$ cat config.mk
export PLATFORM = sky130hd
export DESIGN_NAME = capacitive_touch_key_detector
export DESIGN_NICKNAME = d
export VERILOG_FILES = /design/src/sv/ctd_pkg.sv /design/src/sv/ctd_urom.sv /design/src/sv/ctd_seq.sv /design/src/sv/ctd_dp.sv /design/src/sv/capacitive_touch_key_detector.sv
export SDC_FILE = /design/constraint.sdc
export NUM_CORES = 1
export LEC_CHECK = 0
export BUFFER_PORTS_ARGS = -buffer_cell sky130_fd_sc_hd__buf_2
export CORE_MARGIN = 5
export CORE_UTILIZATION = 50
export DETAILED_ROUTE_END_ITERATION = 6
export GPL_ROUTABILITY_DRIVEN = 1
export GPL_TIMING_DRIVEN = 0
export HOLD_SLACK_MARGIN = 0.1
export PLACE_DENSITY = 0.69
export SLEW_MARGIN = 5
export SYNTH_ARGS = -nofsm -noshare
export SYNTH_HDL_FRONTEND = slang
export SYNTH_SLANG_ARGS = --single-unit
$ cat constraint.sdc
create_clock -name clk -period 6.01 [get_ports clk]
set_clock_uncertainty 0.05 [all_clocks]
set_input_delay 0.3005 -clock clk [delete_from_list [all_inputs] [get_ports clk]]
set_output_delay 0.3005 -clock clk [all_outputs]
set_load 0.02 [all_outputs]
$ cat src/sv/ctd_pkg.sv
// ctd_pkg: shared types and constants for the capacitive touch key detector.
// Holds the microcode word layout, the control and status structs and the fixed constants.
// No dependencies.
package ctd_pkg;

  localparam int PC_W = 4;
  typedef logic [PC_W-1:0] pc_t;

  typedef enum logic [3:0] {
    UOP_NOP,
    UOP_CAL_LOAD,
    UOP_CAL_MIN,
    UOP_CAL_MAX,
    UOP_CAL_SUB_MIN1,
    UOP_CAL_SUB_MIN2,
    UOP_CAL_SUB_MAX1,
    UOP_CAL_SUB_MAX2,
    UOP_CAL_DIV,
    UOP_CAL_EMIT,
    UOP_SCAN_QUAL,
    UOP_SCAN_PEAK,
    UOP_SCAN_KEEP,
    UOP_SCAN_LOW,
    UOP_SCAN_EMIT
  } uop_t;

  typedef enum logic [1:0] {
    BR_NEXT,
    BR_IDLE,
    BR_IDLE_IF,
    BR_GOTO_IF
  } br_t;

  typedef struct packed {
    uop_t op;
    br_t  br;
    pc_t  target;
  } uword_t;

  typedef struct packed {
    logic run;
    uop_t op;
  } ctrl_t;

  typedef struct packed {
    logic flag;
    logic stall;
  } stat_t;

  localparam pc_t PC_CAL  = 4'd0;
  localparam pc_t PC_SCAN = 4'd9;

  localparam logic       FUNC_CAL  = 1'b0;
  localparam logic       FUNC_SCAN = 1'b1;
  localparam logic       KIND_CAL  = 1'b0;
  localparam logic       KIND_SCAN = 1'b1;

  localparam logic [3:0] CAL_SAMPLES = 4'd10;
  localparam logic [2:0] LEN_SINGLE  = 3'd3;
  localparam logic [2:0] LEN_CONT    = 3'd6;
  localparam logic [2:0] NEED_SINGLE = 3'd2;
  localparam logic [2:0] NEED_CONT   = 3'd4;

  localparam int FIELD_W = 16;
  localparam int OUT_W   = 40;

endpackage

$ cat src/sv/ctd_urom.sv
// ctd_urom: microprogram store of the detector, one control word per step.
// Depends on ctd_pkg.
module ctd_urom (
  input  ctd_pkg::pc_t   pc,
  output ctd_pkg::uword_t uword
);
  import ctd_pkg::*;

  always_comb begin
    unique case (pc)
      4'd0:    uword = '{op: UOP_CAL_LOAD,     br: BR_NEXT,    target: PC_CAL};
      4'd1:    uword = '{op: UOP_CAL_MIN,      br: BR_NEXT,    target: PC_CAL};
      4'd2:    uword = '{op: UOP_CAL_MAX,      br: BR_IDLE_IF, target: PC_CAL};
      4'd3:    uword = '{op: UOP_CAL_SUB_MIN1, br: BR_NEXT,    target: PC_CAL};
      4'd4:    uword = '{op: UOP_CAL_SUB_MIN2, br: BR_NEXT,    target: PC_CAL};
      4'd5:    uword = '{op: UOP_CAL_SUB_MAX1, br: BR_NEXT,    target: PC_CAL};
      4'd6:    uword = '{op: UOP_CAL_SUB_MAX2, br: BR_NEXT,    target: PC_CAL};
      4'd7:    uword = '{op: UOP_CAL_DIV,      br: BR_NEXT,    target: PC_CAL};
      4'd8:    uword = '{op: UOP_CAL_EMIT,     br: BR_IDLE,    target: PC_CAL};
      4'd9:    uword = '{op: UOP_SCAN_QUAL,    br: BR_NEXT,    target: PC_CAL};
      4'd10:   uword = '{op: UOP_SCAN_PEAK,    br: BR_IDLE_IF, target: PC_CAL};
      4'd11:   uword = '{op: UOP_SCAN_KEEP,    br: BR_NEXT,    target: PC_CAL};
      4'd12:   uword = '{op: UOP_SCAN_LOW,     br: BR_NEXT,    target: PC_CAL};
      4'd13:   uword = '{op: UOP_SCAN_EMIT,    br: BR_IDLE,    target: PC_CAL};
      default: uword = '{op: UOP_NOP,          br: BR_IDLE,    target: PC_CAL};
    endcase
  end

endmodule

$ cat src/sv/ctd_seq.sv
// ctd_seq: step counter and branch unit of the microcoded control.
// Depends on ctd_pkg; driven by the word from ctd_urom and the datapath status.
module ctd_seq (
  input  logic             clk,
  input  logic             rst_n,
  input  logic             in_accept,
  input  logic             in_func,
  input  ctd_pkg::uword_t  uword,
  input  ctd_pkg::stat_t   stat,
  output ctd_pkg::pc_t     pc,
  output ctd_pkg::ctrl_t   ctrl,
  output logic             ready
);
  import ctd_pkg::*;

  pc_t  pc_r, pc_nxt;
  logic busy_r, busy_nxt;

  always_comb begin
    pc_nxt   = pc_r;
    busy_nxt = busy_r;
    if (!busy_r) begin
      if (in_accept) begin
        busy_nxt = 1'b1;
        pc_nxt   = (in_func == FUNC_SCAN) ? PC_SCAN : PC_CAL;
      end
    end else if (!stat.stall) begin
      unique case (uword.br)
        BR_NEXT:    pc_nxt = pc_r + PC_W'(1);
        BR_IDLE:    busy_nxt = 1'b0;
        BR_IDLE_IF: begin
          if (stat.flag) busy_nxt = 1'b0;
          else           pc_nxt = pc_r + PC_W'(1);
        end
        BR_GOTO_IF: pc_nxt = stat.flag ? uword.target : pc_r + PC_W'(1);
        default:    busy_nxt = 1'b0;
      endcase
    end
  end

  always_ff @(posedge clk) begin
    if (!rst_n) begin
      pc_r   <= PC_CAL;
      busy_r <= 1'b0;
    end else begin
      pc_r   <= pc_nxt;
      busy_r <= busy_nxt;
    end
  end

  assign pc       = pc_r;
  assign ctrl.run = busy_r;
  assign ctrl.op  = uword.op;
  assign ready    = !busy_r;

endmodule

$ cat src/sv/ctd_dp.sv
// ctd_dp: datapath of the detector: calibration min/max/sum, divide by six,
// scan round tracking, press decision, lockout and the output register. Depends on ctd_pkg.
module ctd_dp #(
  parameter int SAMPLE_BITS    = 16,
  parameter int LOCKOUT_ROUNDS = 3
) (
  input  logic                      clk,
  input  logic                      rst_n,
  input  logic                      cfg_we,
  input  logic                      cfg_wdata,
  input  logic                      in_accept,
  input  logic [SAMPLE_BITS-1:0]    in_sample,
  input  ctd_pkg::ctrl_t            ctrl,
  output ctd_pkg::stat_t            stat,
  input  logic                      out_ready,
  output logic                      out_valid,
  output logic                      out_kind,
  output logic [ctd_pkg::FIELD_W-1:0] out_baseline,
  output logic [ctd_pkg::FIELD_W-1:0] out_peak,
  output logic                      out_pressed
);
  import ctd_pkg::*;

  localparam int SW    = SAMPLE_BITS;
  localparam int SUM_W = SW + 4;
  localparam int X_W   = SW + 2;
  localparam int K     = SW + 3;
  localparam int LK_W  = $clog2(LOCKOUT_ROUNDS + 1);
  localparam logic [X_W-1:0] RECIP = X_W'(((64'd1 << K) + 64'd2) / 64'd3);

  logic            mode_r, mode_nxt;
  logic [SW-1:0]   smp_r, smp_nxt;
  logic [SUM_W-1:0] sum_r, sum_nxt;
  logic [SW-1:0]   min1_r, min1_nxt, min2_r, min2_nxt;
  logic [SW-1:0]   max1_r, max1_nxt, max2_r, max2_nxt;
  logic [3:0]      ccnt_r, ccnt_nxt;
  logic [SW-1:0]   idle_r, idle_nxt;
  logic [2:0]      rcnt_r, rcnt_nxt;
  logic [SW-1:0]   peak_r, peak_nxt;
  logic [2:0]      qcnt_r, qcnt_nxt;
  logic [LK_W-1:0] lock_r, lock_nxt;
  logic [SW-1:0]   pk_r, pk_nxt;
  logic            lo_r, lo_nxt;
  logic            ov_r, ov_nxt;
  logic            okind_r, okind_nxt;
  logic [FIELD_W-1:0] obase_r, obase_nxt, opeak_r, opeak_nxt;
  logic            opress_r, opress_nxt;

  logic [3:0]      ccnt_inc;
  logic [2:0]      rcnt_inc, len, need;
  logic [SW+2:0]   s4, b5, p3, b4;
  logic [SW+3:0]   b10;
  logic            qual, lo_ok, hi_ok, in_range, is_emit, act;
  logic            flag, stall;
  logic [X_W-1:0]  half;
  logic [2*X_W-1:0] prod;

  assign ccnt_inc = ccnt_r + 4'd1;
  assign rcnt_inc = rcnt_r + 3'd1;
  assign len      = mode_r ? LEN_CONT : LEN_SINGLE;
  assign need     = mode_r ? NEED_CONT : NEED_SINGLE;

  // floor compares done by cross-multiplying
  assign s4    = {1'b0, smp_r, 2'b00};
  assign b5    = ({3'b000, idle_r} << 2) + {3'b000, idle_r};
  assign qual  = s4 > b5;
  assign p3    = ({3'b000, pk_r} << 1) + {3'b000, pk_r};
  assign b4    = {1'b0, idle_r, 2'b00};
  assign lo_ok = p3 > b4;
  assign b10   = ({4'b0000, idle_r} << 3) + ({4'b0000, idle_r} << 1);
  assign hi_ok = {4'b0000, pk_r} < b10;
  assign in_range = lo_r && hi_ok;

  // divide by six: halve, then multiply by a rounded-up reciprocal of three
  assign half = sum_r[SW+2:1];
  assign prod = (2*X_W)'(half) * (2*X_W)'(RECIP);

  assign is_emit = (ctrl.op == UOP_CAL_EMIT) || (ctrl.op == UOP_SCAN_EMIT);
  assign stall   = ctrl.run && is_emit && ov_r && !out_ready;
  assign act     = ctrl.run && !stall;
  assign stat    = '{flag: flag, stall: stall};

  always_comb begin
    unique case (ctrl.op)
      UOP_CAL_MAX:   flag = ccnt_inc != CAL_SAMPLES;
      UOP_SCAN_PEAK: flag = rcnt_inc < len;
      default:       flag = 1'b0;
    endcase
  end

  always_comb begin
    mode_nxt   = cfg_we ? cfg_wdata : mode_r;
    smp_nxt    = in_accept ? in_sample : smp_r;
    sum_nxt    = sum_r;
    min1_nxt   = min1_r;
    min2_nxt   = min2_r;
    max1_nxt   = max1_r;
    max2_nxt   = max2_r;
    ccnt_nxt   = ccnt_r;
    idle_nxt   = idle_r;
    rcnt_nxt   = rcnt_r;
    peak_nxt   = peak_r;
    qcnt_nxt   = qcnt_r;
    lock_nxt   = lock_r;
    pk_nxt     = pk_r;
    lo_nxt     = lo_r;
    ov_nxt     = ov_r && !out_ready;
    okind_nxt  = okind_r;
    obase_nxt  = obase_r;
    opeak_nxt  = opeak_r;
    opress_nxt = opress_r;
    if (act) begin
      unique case (ctrl.op)
        UOP_CAL_LOAD: begin
          if (ccnt_r == 4'd0) begin
            sum_nxt  = SUM_W'(smp_r);
            min1_nxt = '1;
            min2_nxt = '1;
            max1_nxt = '0;
            max2_nxt = '0;
          end else begin
            sum_nxt = sum_r + SUM_W'(smp_r);
          end
        end
        UOP_CAL_MIN: begin
          if (smp_r < min1_r) begin
            min2_nxt = min1_r;
            min1_nxt = smp_r;
          end else if (smp_r < min2_r) begin
            min2_nxt = smp_r;
          end
        end
        UOP_CAL_MAX: begin
          if (smp_r > max1_r) begin
            max2_nxt = max1_r;
            max1_nxt = smp_r;
          end else if (smp_r > max2_r) begin
            max2_nxt = smp_r;
          end
          ccnt_nxt = (ccnt_inc == CAL_SAMPLES) ? 4'd0 : ccnt_inc;
        end
        UOP_CAL_SUB_MIN1: sum_nxt = sum_r - SUM_W'(min1_r);
        UOP_CAL_SUB_MIN2: sum_nxt = sum_r - SUM_W'(min2_r);
        UOP_CAL_SUB_MAX1: sum_nxt = sum_r - SUM_W'(max1_r);
        UOP_CAL_SUB_MAX2: sum_nxt = sum_r - SUM_W'(max2_r);
        UOP_CAL_DIV:      sum_nxt = SUM_W'(prod[K+SW-1:K]);
        UOP_CAL_EMIT: begin
          idle_nxt   = sum_r[SW-1:0];
          ov_nxt     = 1'b1;
          okind_nxt  = KIND_CAL;
          obase_nxt  = FIELD_W'(sum_r[SW-1:0]);
          opeak_nxt  = '0;
          opress_nxt = 1'b0;
        end
        UOP_SCAN_QUAL: begin
          if (qual) qcnt_nxt = qcnt_r + 3'd1;
        end
        UOP_SCAN_PEAK: begin
          if (smp_r > peak_r) peak_nxt = smp_r;
          rcnt_nxt = rcnt_inc;
        end
        UOP_SCAN_KEEP: begin
          pk_nxt   = (qcnt_r >= need) ? peak_r : '0;
          rcnt_nxt = 3'd0;
          peak_nxt = '0;
          qcnt_nxt = 3'd0;
          if (mode_r) lock_nxt = '0;
        end
        UOP_SCAN_LOW: lo_nxt = lo_ok;
        UOP_SCAN_EMIT: begin
          if (in_range)            lock_nxt = LK_W'(LOCKOUT_ROUNDS - 1);
          else if (lock_r != '0)   lock_nxt = lock_r - LK_W'(1);
          ov_nxt     = 1'b1;
          okind_nxt  = KIND_SCAN;
          obase_nxt  = FIELD_W'(idle_r);
          opeak_nxt  = FIELD_W'(pk_r);
          opress_nxt = in_range && (lock_r == '0);
        end
        default: ;
      endcase
    end
  end

  always_ff @(posedge clk) begin
    if (!rst_n) begin
      mode_r <= 1'b0;
      ccnt_r <= 4'd0;
      idle_r <= '0;
      rcnt_r <= 3'd0;
      peak_r <= '0;
      qcnt_r <= 3'd0;
      lock_r <= '0;
      ov_r   <= 1'b0;
    end else begin
      mode_r <= mode_nxt;
      ccnt_r <= ccnt_nxt;
      idle_r <= idle_nxt;
      rcnt_r <= rcnt_nxt;
      peak_r <= peak_nxt;
      qcnt_r <= qcnt_nxt;
      lock_r <= lock_nxt;
      ov_r   <= ov_nxt;
    end
  end

  always_ff @(posedge clk) begin
    smp_r    <= smp_nxt;
    sum_r    <= sum_nxt;
    min1_r   <= min1_nxt;
    min2_r   <= min2_nxt;
    max1_r   <= max1_nxt;
    max2_r   <= max2_nxt;
    pk_r     <= pk_nxt;
    lo_r     <= lo_nxt;
    okind_r  <= okind_nxt;
    obase_r  <= obase_nxt;
    opeak_r  <= opeak_nxt;
    opress_r <= opress_nxt;
  end

  assign out_valid    = ov_r;
  assign out_kind     = okind_r;
  assign out_baseline = obase_r;
  assign out_peak     = opeak_r;
  assign out_pressed  = opress_r;

endmodule

$ cat src/sv/capacitive_touch_key_detector.sv
// capacitive_touch_key_detector: top level; uses ctd_pkg, ctd_urom, ctd_seq, ctd_dp.
// Each request is one charge-time sample. Calibration samples (tuser 0) are collected ten
// at a time; the tenth yields a result carrying the new baseline, the mean of the middle six.
// Scan samples (tuser 1) form rounds of three, or six with continuous_mode set; each finished
// round yields a result with the qualified peak and a press flag. A short microprogram runs
// one step per cycle and takes no new request while busy. Scan samples run qualify and peak;
// calibration samples run load, min and max; a round's end adds keep, low and emit, and the
// tenth calibration sample adds steps that drop the two lowest and two highest samples, divide
// by six and emit. A finished result sits in the output register and a new request is taken
// meanwhile; the program waits at its final step only if the previous result is not yet taken.
module capacitive_touch_key_detector #(
  parameter int SAMPLE_BITS    = 16,
  parameter int LOCKOUT_ROUNDS = 3
) (
  input  logic                                  clk,
  input  logic                                  rst_n,
  input  logic                                  cfg_we,
  input  logic                                  cfg_wdata,   // continuous_mode
  input  logic                                  in_tvalid,
  output logic                                  in_tready,
  input  logic [((SAMPLE_BITS + 7) / 8) * 8 - 1:0] in_tdata,  // sample
  input  logic                                  in_tuser,    // func
  output logic                                  out_tvalid,
  input  logic                                  out_tready,
  output logic [ctd_pkg::OUT_W-1:0]             out_tdata,   // baseline, peak, pressed
  output logic                                  out_tuser    // result_kind
);
  import ctd_pkg::*;

  pc_t    pc;
  uword_t uword;
  ctrl_t  ctrl;
  stat_t  stat;
  logic   in_accept;
  logic   out_pressed;
  logic [FIELD_W-1:0] out_baseline, out_peak;

  assign in_accept = in_tvalid && in_tready;

  ctd_urom u_urom (
    .pc    (pc),
    .uword (uword)
  );

  ctd_seq u_seq (
    .clk       (clk),
    .rst_n     (rst_n),
    .in_accept (in_accept),
    .in_func   (in_tuser),
    .uword     (uword),
    .stat      (stat),
    .pc        (pc),
    .ctrl      (ctrl),
    .ready     (in_tready)
  );

  ctd_dp #(
    .SAMPLE_BITS    (SAMPLE_BITS),
    .LOCKOUT_ROUNDS (LOCKOUT_ROUNDS)
  ) u_dp (
    .clk          (clk),
    .rst_n        (rst_n),
    .cfg_we       (cfg_we),
    .cfg_wdata    (cfg_wdata),
    .in_accept    (in_accept),
    .in_sample    (in_tdata[SAMPLE_BITS-1:0]),
    .ctrl         (ctrl),
    .stat         (stat),
    .out_ready    (out_tready),
    .out_valid    (out_tvalid),
    .out_kind     (out_tuser),
    .out_baseline (out_baseline),
    .out_peak     (out_peak),
    .out_pressed  (out_pressed)
  );

  assign out_tdata = {{(OUT_W - 2 * FIELD_W - 1){1'b0}}, out_pressed, out_peak, out_baseline};

  a_busy_after_req: assert property (@(posedge clk) disable iff (!rst_n)
    in_accept |=> !in_tready)
    else $error("request taken while microprogram running");

  a_stall_only_full: assert property (@(posedge clk) disable iff (!rst_n)
    stat.stall |-> (out_tvalid && !out_tready))
    else $error("program stalled with free output slot");

  a_press_on_scan: assert property (@(posedge clk) disable iff (!rst_n)
    (out_tvalid && out_pressed) |-> (out_tuser == KIND_SCAN))
    else $error("press flagged on calibration result");

  a_cal_peak_zero: assert property (@(posedge clk) disable iff (!rst_n)
    (out_tvalid && (out_tuser == KIND_CAL)) |-> (out_peak == '0))
    else $error("calibration result carries a peak");

endmodule
==> results of run 1 <==
## critical path: cells and delay by family, from the launching register on
kind            cells  cell delay, ns
fa+ha+maj           7            2.82
compound gates      6            1.25
simple gates        3            0.68
buf+inv             6            0.65
flops               1            0.36
## synth_stat cells, drive strengths merged (13+ instances only)
| master | instances | area (um2) |
|---|---|---|
| inv | 359 | 1348 |
| ha | 358 | 4479 |
| edfxtp | 150 | 4504 |
| nor2 | 134 | 503.0 |
| nand2 | 120 | 450.4 |
| fa | 111 | 2222 |
| a21oi | 108 | 551.8 |
| o21ai | 91 | 462.9 |
| a21o | 62 | 465.5 |
| dfxtp | 57 | 1141 |
| clkbuf | 48 | 180.2 |
| o211ai | 45 | 337.8 |
| and2 | 44 | 277.8 |
| nor2b | 43 | 276.5 |
| mux2i | 42 | 420.4 |
| xnor2 | 36 | 315.3 |
| nand2b | 35 | 219.0 |
| nand3 | 33 | 170.2 |
| xor2 | 30 | 262.8 |
| nand4 | 23 | 143.9 |
| nor3 | 22 | 110.1 |
| o221ai | 22 | 192.7 |
| o21a | 20 | 150.1 |
| a31oi | 19 | 118.9 |
| a211oi | 16 | 120.1 |
| mux2 | 16 | 180.2 |
| buf | 14 | 97.59 |
| and3 | 13 | 81.33 |
## how the worst max path moves through the flow
stage	endpoint	slack (ns)	depth (start not counted)
6_report	u_dp.sum_r[14]	0.04	22
3_3_place_gp	u_dp.sum_r[14]	-0.69	21
4_1_cts	u_dp.sum_r[14]	0.004	21
2_1_floorplan	u_dp.sum_r[14]	0.05	20
5_1_grt	u_dp.sum_r[14]	-0.12	22
3_5_place_dp	u_dp.sum_r[14]	-0.79	21
## cell type report
type	instances	share of cell area
inverters	360	0.05623
multi-input cells	1582	0.5883
flip-flops and latches	207	0.2349
repair buffers	144	0.04363
clock buffers	33	0.02947
well taps	532	0.02770
plain buffers	62	0.01156
clock inverters	15	0.008226
## per-layer routing
layer / share of wire / vias to the layer above / GRT usage
li1: - / 8072 / -
met1: 0.43 / 8243 / 0.3416
met3: 0.071 / 139 / 0.03445
met2: 0.46 / 607 / 0.4169
met4: 0.041 / 0 / 0.09169
met5: 0 / - / 0
## stage by stage
step,area (um2),util
2_1_floorplan,20920,-
3_3_place_gp,21870,0.5320
3_5_place_dp,21950,0.5338
4_1_cts,23650,0.5753
5_1_grt,24030,0.5846
6_report,24030,0.5846
## timing repair
item | CTS | global route
gates cloned | 0 | 0
buffers inserted | 48 | 15
resized for setup | 40 | 50
endpoints found under the hold margin | 18 | 0
setup endpoints to repair | 13 | 10
pin swaps | 16 | 39
hold buffers | 19 | 0
## cells by family (layout without fill, tap and decap cells)
logic type,count (synthesis),in the layout
AND/OR/NAND/NOR,511,511
multiplexers,58,58
XOR/XNOR,66,66
flip-flops,207,207
AO/OA/AOI/OAI,471,471
adder cells (fa/ha/maj),469,469
buffers and inverters,422,614
other,1,7
## report_power, final
part	switching [mW]	total (mW)	internal (mW)
clock network	0.675	1.65	0.975
registers	0.105	1.74	1.63
logic	4.68	8.45	3.77
total	5.46	11.8	6.38
==> implementation parameters, run 1 <==
Parameter                              Value

Cells and area
  Antenna diode count ... 0
  Nets ... 2,875
  Register containing the most flip-flops in the final layout ... u_dp.sum_r
  Area growth from synthesis to layout ... 15.02%
  Number of flip-flops in the largest register ... 19
  Fraction of final layout cells sized beyond drive strength 1 ... 0.1161
  Top library cells by usage in the layout, fill and taps aside ... inv_1 (347), ha_1 (334), edfxtp_1 (150), nor2_1 (131), nand2_1 (119)
  Leading cell type in the layout, fill and taps excluded ... inv_1
  Reg area ... 5645 um2
  Number of cells in the finished layout apart from fillers ... 2,935
  Multi-input gate area ... 14,140 um2
  Fillers ... 3,473

Routing
  Routed wire length ... 59.70 mm
  Via count ... 17.06k
  ANT nets after route ... 0
  Number of search-and-repair iterations in the first detailed-routing pass ... 7
  DRC viols ... 0
  Via density per instance ... 5.813
  Wire per inst ... 20.34 um
  Iter 0 DRT Violations ... 1,337

Global routing
  Total global routing overflow ... 0
  Wire length of the first global-routing pass ... 93.41 mm
  Total global-route track usage ... 0.2525
  Pin count of the biggest net entering global routing ... 33
  Via count of the first global-routing pass ... 17.35k
  Antenna violations before repair ... 0

Place
  Placer's final routability congestion estimate ... 0.9465
  Number of port buffers ... 58
  Detailed placer's ending HPWL ... 44.84 mm
  Pre-CTS setup slack ... -0.7947 ns
  Placed instance count ... 2,805

Critical path
  Endpoint type of the worst setup path ... flop
  First element of the critical path ... u_dp.sum_r[3]
  Critical path's largest stage delay ... 0.55 ns
  CP Max Fanout ... 4
  Category of the most critical setup path ... flop to flop
  CP startpoint kind ... flop
  Launching point of the worst reg2reg path ... u_dp.sum_r[3]
  Required time at the worst-slack endpoint ... 6.39 ns
  Reg2reg path depth ... 22
  Worst EP arrival ... 6.35 ns
  CP max-delay cell ... fa_1
  CP cell instances ... buf_4 > buf_4 > ha_4 > ha_1 > inv_1 > fa_1 > inv_2 > fa_2 > fa_1 > inv_1 > fa_1 > inv_1 > ha_4 > a21oi_2 > nand2_2 > a211oi_4 > a31oi_4 > a21oi_4 > a221oi_4 > o41a_1 > or4b_1 > nand3_1
  Capture instance of the worst register-to-register path ... u_dp.sum_r[14]
  Register-to-register setup slack ... 0.04 ns

Power and ir drop
  Static leakage ... 11.05 nW
  Pwr per Cell Area ... 492.6 nW/um2
  IR drop worst, VDD ... 0.6276 mV
  Tot Pwr ... 11.84 mW

Timing
  Least setup slack across all paths after layout ... 0.04249 ns
  Share of the clock period used by the worst path after layout ... 0.9929
  Minimum clock period after layout ... 5.968 ns
  Post-route setup TNS ... 0 ns
  Final count of negative-setup-slack endpoints ... 0
  Worst hold slack across all endpoints ... 0.1949 ns
  Number of max-slew violations in the final report ... 0
  Highest achievable clock rate ... 167.6 MHz
  Setup repair after global routing missed its margin ... true
  Slew at the pin closest to its max-slew limit ... 1.158 ns
  Worst slew margin relative to its limit ... 0.2278
  Final Hold Vio Count ... 0

CTS
  H-tree lvl count ... 1
  CTS Buf Count ... 26
  CTS sink cnt ... 207
  Largest buffer count on any clock path ... 3
  Clock Root Buffer ... clkbuf_16
  Clock transition at the register clock pins on the worst setup and hold paths after CTS ... 0.06 ns
  CTS tree ... yes
  Insertion delay of the later-clocked pin in the worst-skew pair ... 0.57 ns

Synthesis
  Total of warnings raised by yosys ... 0
  Sequential cell area fraction in the yosys report ... 0.2702
  Post-synthesis cell count ... 2,205
  Count of flip-flops with a built-in enable after synthesis ... 150
  Adder-cell share of the synthesized area ... 0.3207
  Netlist Area Pre-Place ... 20,890 um2
  Basic-gate share of the synthesized area counting and, or, nand and nor cells ... 0.1221
  Xor and xnor area share after synthesis ... 0.02767
  Area fraction in compound gates after synthesis ... 0.1524
  Async set-or-reset flop fraction in the synthesized netlist ... 0
  Mean area per synthesized cell ... 9.476 um2
  Largest family of logic cells by synthesized area ... adder cells
  Mux share of post-synthesis cell area ... 0.02874
  Count of different cell masters after synthesis ... 83
  Register bit total from synthesis ... 207
  Top FF cell, synth ... edfxtp_1

Worst hold path
  Hold path startpoint ... in_tuser
  Worst Hold End ... u_seq.pc[3]
  Worst Hold Depth ... 5
  Min-delay worst type ... input port to flop

Die
  Number of cell rows ... 74
  Chip height ... 214.4 um
  Core Area ... 41,110 um2
  Initial cell density of the core ... 0.5082
  Die area ... 45,980 um2
  Horiz. Die Dim ... 214.4 um
  I/O pin cnt ... 66

Run
  Max-cap viol count ... 0

Outcome
  Outcome ... finished, final reports clean
(Power assumes the default switching activity.)
==> run 2: changes to the inputs <==
- CORE_UTILIZATION: 50 -> 59
- PLACE_DENSITY: 0.69 -> 0.79
- RECOVER_POWER: not set -> 50
==> run 2 against run 1 <==
Effect of this change:
- the run now ends with capacitance limit, slew limit left
- combinational power rose by 0.6%
- clock power fell by 8%
- first-iteration DRC count rose by 7.2%
- global-route usage rose by 4.6 points
- sequential share of layout area rose by 0.28 points
- cell area fell by 1.2%
- critical path type unchanged
- critical endpoint unchanged
- largest power group unchanged
- highest routed layer unchanged
==> implementation parameters, run 2 (synthesized netlist as in run 1, its figures left out) <==
Parameter                              Value

Global routing
  Total global routing overflow ... 0
  Via count of the first global-routing pass ... 17.81k
  Wire length of the first global-routing pass ... 92.74 mm
  Pin count of the biggest net entering global routing ... 34
  Antenna violations before repair ... 0
  Total global-route track usage ... 0.2985

Die
  Horiz. Die Dim ... 198.2 um
  Initial cell density of the core ... 0.5932
  Die area ... 39,280 um2
  Core Area ... 35,220 um2
  I/O pin cnt ... 66
  Number of cell rows ... 69
  Chip height ... 198.2 um

CTS
  Largest buffer count on any clock path ... 3
  Insertion delay of the later-clocked pin in the worst-skew pair ... 0.56 ns
  Clock transition at the register clock pins on the worst setup and hold paths after CTS ... 0.06 ns
  CTS sink cnt ... 207
  Clock Root Buffer ... clkbuf_16
  H-tree lvl count ... 1
  CTS tree ... yes
  CTS Buf Count ... 25

Power and ir drop
  IR drop worst, VDD ... 0.5681 mV
  Switching part of the total power ... 0.4664
  Proportion of power drawn by flip-flops and latches ... 0.147
  Power share of the clock group ... 0.130
  P_sw ... 5.484 mW
  Static leakage ... 10.93 nW
  Pwr per Cell Area ... 494.9 nW/um2
  Gate power share ... 0.723
  Internal power summed over all cells ... 6.273 mW

Worst hold path
  Hold path startpoint ... rst_n
  Min-delay worst type ... input port to flop

Place
  Detailed placer's ending HPWL ... 43.77 mm
  Placed instance count ... 2,734
  Placer's final routability congestion estimate ... 0.9624
  Number of port buffers ... 58

Routing
  Number of search-and-repair iterations in the first detailed-routing pass ... 5
  Iter 0 DRT Violations ... 1,433
  Via count ... 17.44k
  DRC viols ... 0
  Routed wire length ... 60.18 mm
  ANT nets after route ... 0
  Via density per instance ... 6.070
  Wire per inst ... 20.95 um

Critical path
  CP max-delay cell ... fa_1
  Endpoint type of the worst setup path ... flop
  Launching point of the worst reg2reg path ... u_dp.sum_r[7]
  Critical path's largest stage delay ... 0.55 ns
  Category of the most critical setup path ... flop to flop
  Worst EP arrival ... 6.37 ns
  CP startpoint kind ... flop
  Required time at the worst-slack endpoint ... 6.38 ns
  CP Max Fanout ... 4
  First element of the critical path ... u_dp.sum_r[7]
  CP cell instances ... buf_4 > ha_4 > ha_1 > inv_1 > fa_1 > inv_1 > fa_1 > fa_1 > inv_1 > fa_1 > inv_1 > ha_4 > a21oi_2 > nand2_2 > a211oi_4 > a31oi_4 > a21oi_4 > a221oi_4 > o41a_1 > or4b_1 > nand3_1

Outcome
  Outcome ... finished, violations left
  Violations in the final reports ... capacitance limit, slew limit

Timing
  Slew at the pin closest to its max-slew limit ... 1.919 ns
  Minimum clock period after layout ... 5.998 ns
  Final count of negative-setup-slack endpoints ... 0
  Number of max-slew violations in the final report ... 34
  Final Hold Vio Count ... 0
  Highest achievable clock rate ... 166.7 MHz
  Setup repair after global routing missed its margin ... true
  Worst slew margin relative to its limit ... -0.2794
  Share of the clock period used by the worst path after layout ... 0.9980

Cells and area
  Core occupancy in the finished layout ... 0.6744
  Number of cells in the finished layout apart from fillers ... 2,873
  Area growth from synthesis to layout ... 13.69%
  Leading cell type in the layout, fill and taps excluded ... inv_1
  Top library cells by usage in the layout, fill and taps aside ... inv_1 (355), ha_1 (340), edfxtp_1 (150), nor2_1 (132), nand2_1 (119)
  Register containing the most flip-flops in the final layout ... u_dp.sum_r
  Fillers ... 2,636
  Antenna diode count ... 0
  Fraction of final layout cells sized beyond drive strength 1 ... 0.09370
  Nets ... 2,885
  Number of flip-flops in the largest register ... 19

Run
  Max-cap viol count ... 1
run 2: cell count changes in the layout (fill, tap and decap cells not counted), sizes merged:
cell / change
bufinv: -2
clkbuf: +38
clkinvlp: -1
inv: +1
buf: -31
clkinv: +4
run 2: power by group through the flow:
stage / Combinational, mW / Clock, mW / Sequential (mW)
3_3_place_gp: 5.90 / 0 / 1.79
5_1_grt: 9.35 / 1.59 / 1.74
4_1_cts: 7.54 / 1.52 / 1.73
6_report: 8.50 / 1.52 / 1.73
2_1_floorplan: 4.69 / 0 / 1.73
3_5_place_dp: 6.15 / 0 / 1.79
run 2: repair_timing:
| action | in CTS | in global routing |
|---|---|---|
| pin swaps | 27 | 22 |
| endpoints found under the setup margin | 13 | 10 |
| resized for setup | 45 | 26 |
| endpoints found under the hold margin | 18 | 0 |
| hold buffers | 19 | 0 |
| buffers inserted | 55 | 19 |
run 2: through the flow:
stage / cell area (um2) / total power [mW] / setup WS (ns) / hold slack, ns / setup TNS [ns]
global route: 23750 / 12.68 / -0.1009 / 0.3482 / -0.4784
CTS: 23580 / 10.80 / 0.004934 / 0.2257 / 0
detailed placement: 21860 / 7.944 / -0.8591 / 0.4086 / -7.233
floorplan: 20920 / 6.416 / 0.04851 / 0.3494 / 0
finish: 23750 / 11.76 / 0.01179 / 0.3364 / 0
global placement: 21780 / 7.689 / -0.6978 / 0.3992 / -5.736
run 2: worst paths after layout:
path / end / slack [ns] / cells past startpoint
setup / recovery: u_dp.sum_r[14] / 0.01 / 21
hold / removal: u_dp.rcnt_r[1] / 0.34 / 4
setup reg to reg: u_dp.sum_r[14] / 0.01 / 21
hold reg to reg: u_dp.lock_r[1] / 0.42 / 1
run 2: final cells by class:
cell class | instances | area, um2 | area share
plain buffers | 62 | 272.8 | 0.01148
clock buffers | 29 | 671.9 | 0.02829
clock inverters | 17 | 150.1 | 0.006321
inverters | 360 | 1351 | 0.05689
multi-input cells | 1582 | 14020 | 0.5901
flip-flops and latches | 207 | 5645 | 0.2377
well taps | 461 | 576.8 | 0.02428
repair buffers | 155 | 1069 | 0.04498
run 2: metal layers:
layer,part of all wire,routed length [um],global-route usage
met1,0.40,23900,0.3863
met2,0.47,28370,0.4990
met3,0.080,4829,0.04764
met4,0.051,3085,0.1278
met5,0,0,0
run 2: worst max-delay path, delay by kind of cell, from the launching register on:
family	cells	cell delay, ns
AOI/OAI and AO/OA	6	1.20
DFF	1	0.52
buffers and inverters	5	0.48
and+or+nand+nor	3	0.71
adders and majority gates	7	2.90
